### src/rtl/core/two_square_cowbell_voice_assert.svh
// Assertion macros for the cowbell voice.
// Clock aclk and active-low reset aresetn are taken from the enclosing module.
`ifndef TWO_SQUARE_COWBELL_VOICE_ASSERT_SVH
`define TWO_SQUARE_COWBELL_VOICE_ASSERT_SVH
`ifndef ASSERT_OFF
`define TSCV_ASSERT(label, prop, msg) \
    label: assert property (@(posedge aclk) disable iff (!aresetn) prop) else $error(msg);
`define TSCV_ASSERT_NEVER(label, cond, msg) \
    label: assert property (@(posedge aclk) disable iff (!aresetn) !(cond)) else $error(msg);
`else
`define TSCV_ASSERT(label, prop, msg)
`define TSCV_ASSERT_NEVER(label, cond, msg)
`endif
`endif

### src/rtl/core/tscv_pkg.sv
package tscv_pkg;

    localparam int SAMPLE_BITS = 24;
    localparam int VEL_W       = 7;
    localparam int S_TDATA_W   = 8;
    localparam int M_TDATA_W   = 32;
    localparam int CFG_IDX_W   = 3;
    localparam int CFG_DATA_W  = 24;

    typedef enum logic [CFG_IDX_W-1:0] {
        CFG_STEP_LO,
        CFG_STEP_HI,
        CFG_DECAY,
        CFG_B0,
        CFG_A1,
        CFG_A2,
        CFG_LEVEL
    } cfg_reg_t;

    typedef enum logic [3:0] {
        OP_NONE,
        OP_NOTE,
        OP_CHECK,
        OP_RAW,
        OP_MUL_B0,
        OP_MUL_A1,
        OP_MUL_A2,
        OP_MUL_GAIN,
        OP_FILT,
        OP_MUL_Y,
        OP_MUL_ENV,
        OP_ENV
    } dp_op_t;

    typedef struct packed {
        dp_op_t op;
        logic   out_load;
    } dp_cmd_t;

    typedef struct packed {
        logic sounding;
        logic env_low;
    } dp_status_t;

endpackage

### src/rtl/core/tscv_dp.sv
module tscv_dp
    import tscv_pkg::*;
#(
    parameter int unsigned PHASE_BITS    = 24,
    parameter int unsigned SILENCE_LEVEL = 839
) (
    input  logic                  aclk,
    input  logic                  aresetn,
    input  logic                  cfg_wr_en,
    input  logic [CFG_IDX_W-1:0]  cfg_index,
    input  logic [CFG_DATA_W-1:0] cfg_data,
    input  logic                  in_note,
    input  logic [VEL_W-1:0]      in_vel,
    input  dp_cmd_t               cmd,
    output dp_status_t            status,
    output logic [M_TDATA_W-1:0]  m_tdata
);

    localparam int STEP_W  = 23;
    localparam int ENV_W   = 24;
    localparam int COEF_W  = 24;
    localparam int LEVEL_W = 16;
    localparam int GAIN_W  = VEL_W + LEVEL_W;
    localparam int MUL_W   = 25;
    localparam int PROD_W  = 2 * MUL_W;
    localparam int ACC_W   = PROD_W + 1;
    localparam int SUM_W   = (PHASE_BITS > STEP_W) ? PHASE_BITS : STEP_W;
    localparam int PAD_W   = M_TDATA_W - SAMPLE_BITS - 1;

    localparam logic [ENV_W-1:0] ENV_ONE = 24'h800000;
    localparam logic [ENV_W-1:0] SILENCE = ENV_W'(SILENCE_LEVEL);
    localparam logic signed [SAMPLE_BITS-1:0] S_MAX = {1'b0, {(SAMPLE_BITS-1){1'b1}}};
    localparam logic signed [SAMPLE_BITS-1:0] S_MIN = {1'b1, {(SAMPLE_BITS-1){1'b0}}};
    localparam logic signed [ACC_W-1:0] SAT_HI = ACC_W'(S_MAX);
    localparam logic signed [ACC_W-1:0] SAT_LO = ACC_W'(S_MIN);
    localparam logic signed [ACC_W-1:0] RND_Y  = ACC_W'(64'sd1 <<< 21);
    localparam logic signed [ACC_W-1:0] RND_O  = ACC_W'(64'sd1 <<< 22);

    function automatic logic signed [SAMPLE_BITS-1:0] sat_sample(
        input logic signed [ACC_W-1:0] v
    );
        logic signed [SAMPLE_BITS-1:0] r;
        if (v > SAT_HI) begin
            r = S_MAX;
        end else if (v < SAT_LO) begin
            r = S_MIN;
        end else begin
            r = v[SAMPLE_BITS-1:0];
        end
        return r;
    endfunction

    logic [STEP_W-1:0]              step_lo_reg;
    logic [STEP_W-1:0]              step_hi_reg;
    logic [ENV_W-1:0]               decay_reg;
    logic signed [COEF_W-1:0]       b0_reg;
    logic signed [COEF_W-1:0]       a1_reg;
    logic signed [COEF_W-1:0]       a2_reg;
    logic [LEVEL_W-1:0]             level_reg;

    logic [PHASE_BITS-1:0]          phase_a_reg;
    logic [PHASE_BITS-1:0]          phase_b_reg;
    logic [ENV_W-1:0]               env_reg;
    logic                           sounding_reg;
    logic [VEL_W-1:0]               vel_reg;
    logic signed [SAMPLE_BITS-1:0]  x1_reg;
    logic signed [SAMPLE_BITS-1:0]  x2_reg;
    logic signed [SAMPLE_BITS-1:0]  y1_reg;
    logic signed [SAMPLE_BITS-1:0]  y2_reg;

    logic signed [SAMPLE_BITS-1:0]  raw_reg;
    logic signed [MUL_W-1:0]        diff_reg;
    logic signed [PROD_W-1:0]       prod_reg;
    logic signed [ACC_W-1:0]        acc_reg;
    logic signed [SAMPLE_BITS-1:0]  y_reg;
    logic [GAIN_W-1:0]              gain_reg;
    logic signed [SAMPLE_BITS-1:0]  res_sample_reg;
    logic                           res_active_reg;
    logic [M_TDATA_W-1:0]           m_tdata_reg;

    logic [SUM_W-1:0]               sum_a;
    logic [SUM_W-1:0]               sum_b;
    logic signed [MUL_W-1:0]        neg_env;
    logic signed [SAMPLE_BITS-1:0]  raw_next;
    logic signed [MUL_W-1:0]        mul_a;
    logic signed [MUL_W-1:0]        mul_b;
    logic                           mul_en;
    logic signed [ACC_W-1:0]        y_rnd;
    logic signed [ACC_W-1:0]        o_rnd;
    logic signed [SAMPLE_BITS-1:0]  y_next;
    logic signed [SAMPLE_BITS-1:0]  o_next;

    assign sum_a = SUM_W'(phase_a_reg) + SUM_W'(step_lo_reg);
    assign sum_b = SUM_W'(phase_b_reg) + SUM_W'(step_hi_reg);

    // square mix of +1, 0 or -1 times the envelope, saturated
    assign neg_env = -$signed({1'b0, env_reg});
    always_comb begin
        if (!phase_a_reg[PHASE_BITS-1] && !phase_b_reg[PHASE_BITS-1]) begin
            raw_next = (env_reg > ENV_W'(S_MAX)) ? S_MAX : $signed(env_reg);
        end else if (phase_a_reg[PHASE_BITS-1] && phase_b_reg[PHASE_BITS-1]) begin
            raw_next = (env_reg > ENV_ONE) ? S_MIN : neg_env[SAMPLE_BITS-1:0];
        end else begin
            raw_next = '0;
        end
    end

    always_comb begin
        mul_en = 1'b1;
        case (cmd.op)
            OP_MUL_B0: begin
                mul_a = MUL_W'(b0_reg);
                mul_b = diff_reg;
            end
            OP_MUL_A1: begin
                mul_a = MUL_W'(a1_reg);
                mul_b = MUL_W'(y1_reg);
            end
            OP_MUL_A2: begin
                mul_a = MUL_W'(a2_reg);
                mul_b = MUL_W'(y2_reg);
            end
            OP_MUL_GAIN: begin
                mul_a = $signed({{(MUL_W-VEL_W){1'b0}}, vel_reg});
                mul_b = $signed({{(MUL_W-LEVEL_W){1'b0}}, level_reg});
            end
            OP_MUL_Y: begin
                mul_a = MUL_W'(y_reg);
                mul_b = $signed({{(MUL_W-GAIN_W){1'b0}}, gain_reg});
            end
            OP_MUL_ENV: begin
                mul_a = $signed({{(MUL_W-ENV_W){1'b0}}, env_reg});
                mul_b = $signed({{(MUL_W-ENV_W){1'b0}}, decay_reg});
            end
            default: begin
                mul_en = 1'b0;
                mul_a  = '0;
                mul_b  = '0;
            end
        endcase
    end

    assign y_rnd  = (acc_reg + RND_Y) >>> 22;
    assign o_rnd  = (ACC_W'(prod_reg) + RND_O) >>> 23;
    assign y_next = sat_sample(y_rnd);
    assign o_next = sat_sample(o_rnd);

    always_ff @(posedge aclk) begin
        if (mul_en) begin
            prod_reg <= mul_a * mul_b;
        end
        case (cmd.op)
            OP_RAW: begin
                raw_reg  <= raw_next;
                diff_reg <= MUL_W'(raw_next) - MUL_W'(x2_reg);
            end
            OP_MUL_A1: acc_reg <= ACC_W'(prod_reg);
            OP_MUL_A2: acc_reg <= acc_reg - ACC_W'(prod_reg);
            OP_MUL_GAIN: acc_reg <= acc_reg - ACC_W'(prod_reg);
            OP_FILT: begin
                y_reg    <= y_next;
                gain_reg <= prod_reg[GAIN_W-1:0];
            end
            default: begin
            end
        endcase
        if (cmd.out_load) begin
            m_tdata_reg <= {{PAD_W{1'b0}}, res_active_reg, res_sample_reg};
        end
    end

    always_ff @(posedge aclk) begin
        if (!aresetn) begin
            step_lo_reg    <= 23'd205435;
            step_hi_reg    <= 23'd304047;
            decay_reg      <= 24'd16773401;
            b0_reg         <= 24'sd79076;
            a1_reg         <= -24'sd8206107;
            a2_reg         <= 24'sd4036184;
            level_reg      <= 16'd45875;
            phase_a_reg    <= '0;
            phase_b_reg    <= '0;
            env_reg        <= '0;
            sounding_reg   <= 1'b0;
            vel_reg        <= '0;
            x1_reg         <= '0;
            x2_reg         <= '0;
            y1_reg         <= '0;
            y2_reg         <= '0;
            res_sample_reg <= '0;
            res_active_reg <= 1'b0;
        end else begin
            if (cfg_wr_en) begin
                case (cfg_index)
                    CFG_STEP_LO: step_lo_reg <= cfg_data[STEP_W-1:0];
                    CFG_STEP_HI: step_hi_reg <= cfg_data[STEP_W-1:0];
                    CFG_DECAY:   decay_reg   <= cfg_data;
                    CFG_B0:      b0_reg      <= $signed(cfg_data);
                    CFG_A1:      a1_reg      <= $signed(cfg_data);
                    CFG_A2:      a2_reg      <= $signed(cfg_data);
                    CFG_LEVEL:   level_reg   <= cfg_data[LEVEL_W-1:0];
                    default: begin
                    end
                endcase
            end
            case (cmd.op)
                OP_NOTE: begin
                    if (in_note && (in_vel != '0)) begin
                        sounding_reg <= 1'b1;
                        phase_a_reg  <= '0;
                        phase_b_reg  <= '0;
                        env_reg      <= ENV_ONE;
                        vel_reg      <= in_vel;
                    end
                end
                OP_CHECK: begin
                    if (!sounding_reg || status.env_low) begin
                        res_sample_reg <= '0;
                        res_active_reg <= 1'b0;
                    end
                    if (!sounding_reg) begin
                    end else if (status.env_low) begin
                        // silence: whole voice back to rest
                        sounding_reg <= 1'b0;
                        phase_a_reg  <= '0;
                        phase_b_reg  <= '0;
                        env_reg      <= '0;
                        vel_reg      <= '0;
                        x1_reg       <= '0;
                        x2_reg       <= '0;
                        y1_reg       <= '0;
                        y2_reg       <= '0;
                    end else begin
                        phase_a_reg <= sum_a[PHASE_BITS-1:0];
                        phase_b_reg <= sum_b[PHASE_BITS-1:0];
                    end
                end
                OP_FILT: begin
                    x2_reg <= x1_reg;
                    x1_reg <= raw_reg;
                    y2_reg <= y1_reg;
                    y1_reg <= y_next;
                end
                OP_MUL_ENV: begin
                    res_sample_reg <= o_next;
                    res_active_reg <= 1'b1;
                end
                OP_ENV: env_reg <= prod_reg[2*ENV_W-1:ENV_W];
                default: begin
                end
            endcase
        end
    end

    assign status.sounding = sounding_reg;
    assign status.env_low  = (env_reg < SILENCE);
    assign m_tdata         = m_tdata_reg;

endmodule

### src/rtl/core/tscv_ctrl.sv
`include "two_square_cowbell_voice_assert.svh"

module tscv_ctrl
    import tscv_pkg::*;
(
    input  logic       aclk,
    input  logic       aresetn,
    input  logic       s_tvalid,
    output logic       s_tready,
    output logic       m_tvalid,
    input  logic       m_tready,
    input  dp_status_t status,
    output dp_cmd_t    cmd
);

    typedef enum logic [3:0] {
        ST_IDLE,
        ST_CHECK,
        ST_RAW,
        ST_MUL_B0,
        ST_MUL_A1,
        ST_MUL_A2,
        ST_MUL_GAIN,
        ST_FILT,
        ST_MUL_Y,
        ST_MUL_ENV,
        ST_ENV,
        ST_WRITE
    } state_t;

    state_t state_reg;
    logic   m_tvalid_reg;
    logic   accept;

    assign s_tready = (state_reg == ST_IDLE);
    assign accept   = s_tvalid && s_tready;
    assign m_tvalid = m_tvalid_reg;

    always_comb begin
        cmd.out_load = (state_reg == ST_WRITE) && (!m_tvalid_reg || m_tready);
        case (state_reg)
            ST_IDLE:     cmd.op = accept ? OP_NOTE : OP_NONE;
            ST_CHECK:    cmd.op = OP_CHECK;
            ST_RAW:      cmd.op = OP_RAW;
            ST_MUL_B0:   cmd.op = OP_MUL_B0;
            ST_MUL_A1:   cmd.op = OP_MUL_A1;
            ST_MUL_A2:   cmd.op = OP_MUL_A2;
            ST_MUL_GAIN: cmd.op = OP_MUL_GAIN;
            ST_FILT:     cmd.op = OP_FILT;
            ST_MUL_Y:    cmd.op = OP_MUL_Y;
            ST_MUL_ENV:  cmd.op = OP_MUL_ENV;
            ST_ENV:      cmd.op = OP_ENV;
            default:     cmd.op = OP_NONE;
        endcase
    end

    always_ff @(posedge aclk) begin
        if (!aresetn) begin
            state_reg    <= ST_IDLE;
            m_tvalid_reg <= 1'b0;
        end else begin
            if (cmd.out_load) begin
                m_tvalid_reg <= 1'b1;
            end else if (m_tready) begin
                m_tvalid_reg <= 1'b0;
            end
            case (state_reg)
                ST_IDLE: begin
                    if (accept) begin
                        state_reg <= ST_CHECK;
                    end
                end
                ST_CHECK: begin
                    if (!status.sounding || status.env_low) begin
                        state_reg <= ST_WRITE;
                    end else begin
                        state_reg <= ST_RAW;
                    end
                end
                ST_RAW:      state_reg <= ST_MUL_B0;
                ST_MUL_B0:   state_reg <= ST_MUL_A1;
                ST_MUL_A1:   state_reg <= ST_MUL_A2;
                ST_MUL_A2:   state_reg <= ST_MUL_GAIN;
                ST_MUL_GAIN: state_reg <= ST_FILT;
                ST_FILT:     state_reg <= ST_MUL_Y;
                ST_MUL_Y:    state_reg <= ST_MUL_ENV;
                ST_MUL_ENV:  state_reg <= ST_ENV;
                ST_ENV:      state_reg <= ST_WRITE;
                ST_WRITE: begin
                    if (cmd.out_load) begin
                        state_reg <= ST_IDLE;
                    end
                end
                default:     state_reg <= ST_IDLE;
            endcase
        end
    end

    `TSCV_ASSERT(a_accept_busy, (s_tvalid && s_tready) |=> !s_tready, "accepted while busy")
    `TSCV_ASSERT(a_load_valid, cmd.out_load |=> m_tvalid, "loaded word not presented")
    `TSCV_ASSERT(a_stall_hold, (state_reg == ST_WRITE && m_tvalid && !m_tready) |=> (state_reg == ST_WRITE), "result left while output stalled")

endmodule

### src/rtl/core/two_square_cowbell_voice.sv
// Two-square cowbell voice. Each input word is one sample tick and yields exactly one
// output word. A sounding tick steps through ST_CHECK, ST_RAW, ST_MUL_B0, ST_MUL_A1,
// ST_MUL_A2, ST_MUL_GAIN, ST_FILT, ST_MUL_Y, ST_MUL_ENV and ST_ENV to ST_WRITE, where
// its result is loaded into the output register; one shared 25x25 multiplier forms six
// products in turn (filter b0, a1, a2, velocity times level, output gain, envelope
// decay). A tick on an idle voice, or the tick on which the envelope has fallen below
// the silence level, goes from ST_CHECK straight to ST_WRITE. The next word is taken
// on the clock after the previous one has reached the output register; a stalled
// output holds back at most one word. Configuration must be written only while no tick
// is in flight; the block itself does not enforce this.
module two_square_cowbell_voice
    import tscv_pkg::*;
#(
    parameter int unsigned PHASE_BITS    = 24,
    parameter int unsigned SILENCE_LEVEL = 839
) (
    input  logic                  aclk,
    input  logic                  aresetn,
    input  logic                  cfg_wr_en,
    input  logic [CFG_IDX_W-1:0]  cfg_index,
    input  logic [CFG_DATA_W-1:0] cfg_data,
    input  logic                  s_tvalid,
    output logic                  s_tready,
    input  logic [S_TDATA_W-1:0]  s_tdata,   // note_on, strike_velocity[6:0]
    output logic                  m_tvalid,
    input  logic                  m_tready,
    output logic [M_TDATA_W-1:0]  m_tdata    // sample_out[23:0], voice_active, zero pad
);

    dp_cmd_t    cmd;
    dp_status_t status;

    tscv_ctrl u_ctrl (
        .aclk     (aclk),
        .aresetn  (aresetn),
        .s_tvalid (s_tvalid),
        .s_tready (s_tready),
        .m_tvalid (m_tvalid),
        .m_tready (m_tready),
        .status   (status),
        .cmd      (cmd)
    );

    tscv_dp #(
        .PHASE_BITS    (PHASE_BITS),
        .SILENCE_LEVEL (SILENCE_LEVEL)
    ) u_dp (
        .aclk      (aclk),
        .aresetn   (aresetn),
        .cfg_wr_en (cfg_wr_en),
        .cfg_index (cfg_index),
        .cfg_data  (cfg_data),
        .in_note   (s_tdata[0]),
        .in_vel    (s_tdata[VEL_W:1]),
        .cmd       (cmd),
        .status    (status),
        .m_tdata   (m_tdata)
    );

endmodule

### config.mk
export PLATFORM = sky130hd
export DESIGN_NAME = two_square_cowbell_voice
export DESIGN_NICKNAME = d
export VERILOG_FILES = /design/src/rtl/core/tscv_pkg.sv /design/src/rtl/core/tscv_dp.sv /design/src/rtl/core/tscv_ctrl.sv /design/src/rtl/core/two_square_cowbell_voice.sv
export VERILOG_INCLUDE_DIRS = /design/src /design/src/rtl/core
export SDC_FILE = /design/constraint.sdc
export NUM_CORES = 2
export LEC_CHECK = 0
export BUFFER_PORTS_ARGS = -buffer_cell sky130_fd_sc_hd__buf_2
export CAP_MARGIN = 30
export CELL_PAD_IN_SITES_DETAIL_PLACEMENT = 1
export CELL_PAD_IN_SITES_GLOBAL_PLACEMENT = 1
export CORE_MARGIN = 10
export CORE_UTILIZATION = 30
export DETAILED_ROUTE_END_ITERATION = 10
export PLACE_DENSITY = 0.6
export RECOVER_POWER = 25
export SYNTH_ARGS = -nofsm -noshare
export SYNTH_HDL_FRONTEND = slang
export SYNTH_HIERARCHICAL = 1
export SYNTH_SLANG_ARGS = --single-unit
### constraint.sdc
create_clock -name aclk -period 11.25 [get_ports aclk]
set_clock_uncertainty 0.2 [all_clocks]
set_input_delay 0.5625 -clock aclk [delete_from_list [all_inputs] [get_ports aclk]]
set_output_delay 0.5625 -clock aclk [all_outputs]
set_load 0.05 [all_outputs]
==> flow_metrics.env <==
export IMPL_antenna_found_initial=3
export IMPL_hold_violations=0
export IMPL_synth_most_common_cell="nand2_1"
export IMPL_tritoncts="yes"
export IMPL_tightestPinTransition_ns=7.56
export IMPL_placed_cells=8071
export IMPL_cp_slowest_cell="and3_1"
export IMPL_p_total_mw=8.33
export IMPL_r2r_cells=31
export IMPL_ys_seq_elements=586
export IMPL_via_per_inst=5.17
export IMPL_htree_levels=3
export IMPL_hp_start="m_tready"
export IMPL_grt_use_total_pct=20.1
export IMPL_grt_pass1_wl_um=294000
export IMPL_fp_row_count=153
export IMPL_p_leak_nw=25.8
export IMPL_vias=42453
export IMPL_worstPathMaxFanout=32
export IMPL_die_y_um=438
export IMPL_critPathKind="flop to flop"
export IMPL_reg2reg_from="u_ctrl/state_reg[0]"
export IMPL_setup_violations=0
export IMPL_relSlewSlack_pct=-404
export IMPL_drive_gt1_share_pct=6.54
export IMPL_cp_common_cell="fa_1"
export IMPL_nFillCells=20193
export IMPL_synthArstFlopShare_pct=0
export IMPL_first_pass_iters=8
export IMPL_dieArea_um2=192000
export IMPL_cts_clk_slew_worst_paths_ns=0.06
export IMPL_final_core_util_pct=33.6
export IMPL_vdd_drop_max_mv=0.111
export IMPL_grt_max_degree=182
export IMPL_netlist_area_um2=52300
export IMPL_ys_types=93
export IMPL_cts_buffers_inserted=69
export IMPL_slew_viol_final=309
export IMPL_yosys_top_cells_area="fa_1 25%, dfxtp_1 14%, edfxtp_1 13%, nand2_1 7.3%, ha_1 6.3%"
export IMPL_p_per_area_nw_per_um2=143
export IMPL_whs_endpoint="u_ctrl/m_tvalid"
export IMPL_cts_root_buf="clkbuf_16"
export IMPL_numPortBuffers=66
export IMPL_arrival_ns=10.88
export IMPL_post_drt_wl_per_cell_um=23.8
export IMPL_yosys_warnings=6
export IMPL_rsz0062_at_grt="false"
export IMPL_fin_ws_ns=0.543
export IMPL_outcome="complete, but fails checks"
export IMPL_pre_cts_slack_ns=0.229
export IMPL_drt_initial_drc_count=3156
export IMPL_drc=0
export IMPL_hold_slack_ns=0.0599
export IMPL_dp_hpwl_um=154000
export IMPL_period_needed_ns=10.71
export IMPL_worstSetupEndpointType="flop"
export IMPL_yosysTopAreaCellShare_pct=25.3
export IMPL_die_x_um=438
export IMPL_postRouteAntennaNets=0
export IMPL_final_nets=6802
export IMPL_synth_flop_cell="dfxtp_1"
export IMPL_core_area_um2=174000
export IMPL_cp_required_ns=11.43
export IMPL_maxCapViolCount=3
export IMPL_gp_congestion=0.924
export IMPL_setup_tns_ns=0
export IMPL_r2r_slack_ns=0.54
export IMPL_fin_crit_sh_pct=95.2
export IMPL_start_util_pct=30.1
export IMPL_largest_reg_flops=51
export IMPL_hold_depth=3
export IMPL_netlist_instances=5831
export IMPL_slowest_delay_ns=0.75
export IMPL_fin_cells=8218
export IMPL_stdcell_area_um2=58300
export IMPL_fmax_mhz=93.4
export IMPL_top_level_ports=74
export IMPL_hold_path_class="input port to flop"
export IMPL_clock_latency_ns=0.66
export IMPL_synth_commonest_cells="1,025 x nand2_1, 818 x inv_1, 662 x fa_1"
export IMPL_synth_enable_flop_cells=222
export IMPL_failed_checks="capacitance limit, slew limit"
export IMPL_r2r_end="u_dp/prod_reg[49]"
export IMPL_clkSinkCount=586
export IMPL_syn_avg_cell_area_um2=8.98
export IMPL_cts_path_max_buffers=3
export IMPL_yosysSeqAreaShare_pct=26.7
export IMPL_cp_start_kind="flop"
export IMPL_place_area_um2=55800
export IMPL_syn2layout_area_growth_pct=11.4
export IMPL_routed_wl_um=195000
export IMPL_grt_pass1_vias=45027
export IMPL_synth_largest_area_cell="fa_1"
export IMPL_grt_overflow=0
cell families (layout without fill, tap and decap cells):
kind of cell / after synthesis / count (layout) / synth area share (%)
and+or+nand+nor: 1992 / 1993 / 16.7
muxes: 5 / 5 / 0.0956
buffers and inverters: 1110 / 1163 / 8.08
AOI/OAI and AO/OA: 1009 / 1009 / 13.4
xor gates and xnor gates: 201 / 201 / 3.36
adders and majority gates: 927 / 927 / 31.7
DFF: 586 / 586 / 26.7
other: 1 / 9 / 0.00716
placed cells by master (no fill, tap or decap), types with 124 or more instances in the layout:
master,count
dfxtp_1,364
fa_1,662
nand3_1,243
xnor2_1,134
nor2_1,361
a21oi_1,182
edfxtp_1,222
buf_4,124
o21ai_0,146
a21boi_0,165
nand2_1,1024
inv_1,817
ha_1,265
a22oi_1,144
what timing repair did:
| item | CTS | global route |
|---|---|---|
| buffers inserted | 0 | 6 |
| setup endpoints to repair | 0 | 7 |
| endpoints found under the hold margin | 11 | 0 |
| resized for setup | 0 | 5 |
| hold buffers | 8 | 0 |
worst max path at each step:
stage	slack (ns)	end	startpoint	depth (start not counted)
detailed placement	0.23	u_dp/prod_reg[49]	u_ctrl/state_reg[0]	31
finish	0.54	u_dp/prod_reg[49]	u_ctrl/state_reg[0]	31
global route	0.09	u_dp/prod_reg[49]	u_ctrl/state_reg[0]	33
CTS	0.16	u_dp/prod_reg[49]	u_ctrl/state_reg[0]	31
global placement	0.30	u_dp/prod_reg[49]	u_ctrl/state_reg[0]	30
floorplan	1.94	u_dp/prod_reg[49]	u_ctrl/state_reg[0]	34
where the power goes:
part | internal [mW] | switching, mW | total [mW]
sequential | 2.53 | 0.287 | 2.82
clock | 1.37 | 0.980 | 2.35
combinational | 1.05 | 2.12 | 3.16
total | 4.95 | 3.38 | 8.33
metal layers:
metal  vias up  global-route usage, %  routed length [um]
li1      19027                      -                   -
met1     22029                   27.3               86100
met2      1112                   33.0               91500
met3       283                   2.47               10600
met4         2                   6.56                7170
met5         -                      0                  13
critical path: cells and delay by family, from the launching register on:
family                     cells  cell delay (ns)
adders and majority gates      8             3.90
AOI/OAI and AO/OA              9             2.74
and+or+nand+nor                5             1.77
buffers and inverters          7             1.07
DFF                            1             0.52
xor gates and xnor gates       2             0.20
layout make-up:
type                    instances  area [um2]  share of cell area (%)
diodes                          2        5.00                 0.00858
well taps                    2325        2910                    4.99
inverters                     819        3080                    5.28
repair buffers                217        1670                    2.86
clock buffers                  95        2000                    3.43
multi-input cells            4142       34400                    58.9
flip-flops and latches        586       14000                    23.9
clock inverters                32         330                   0.567
Note: power is estimated with default switching activity, not from simulation.
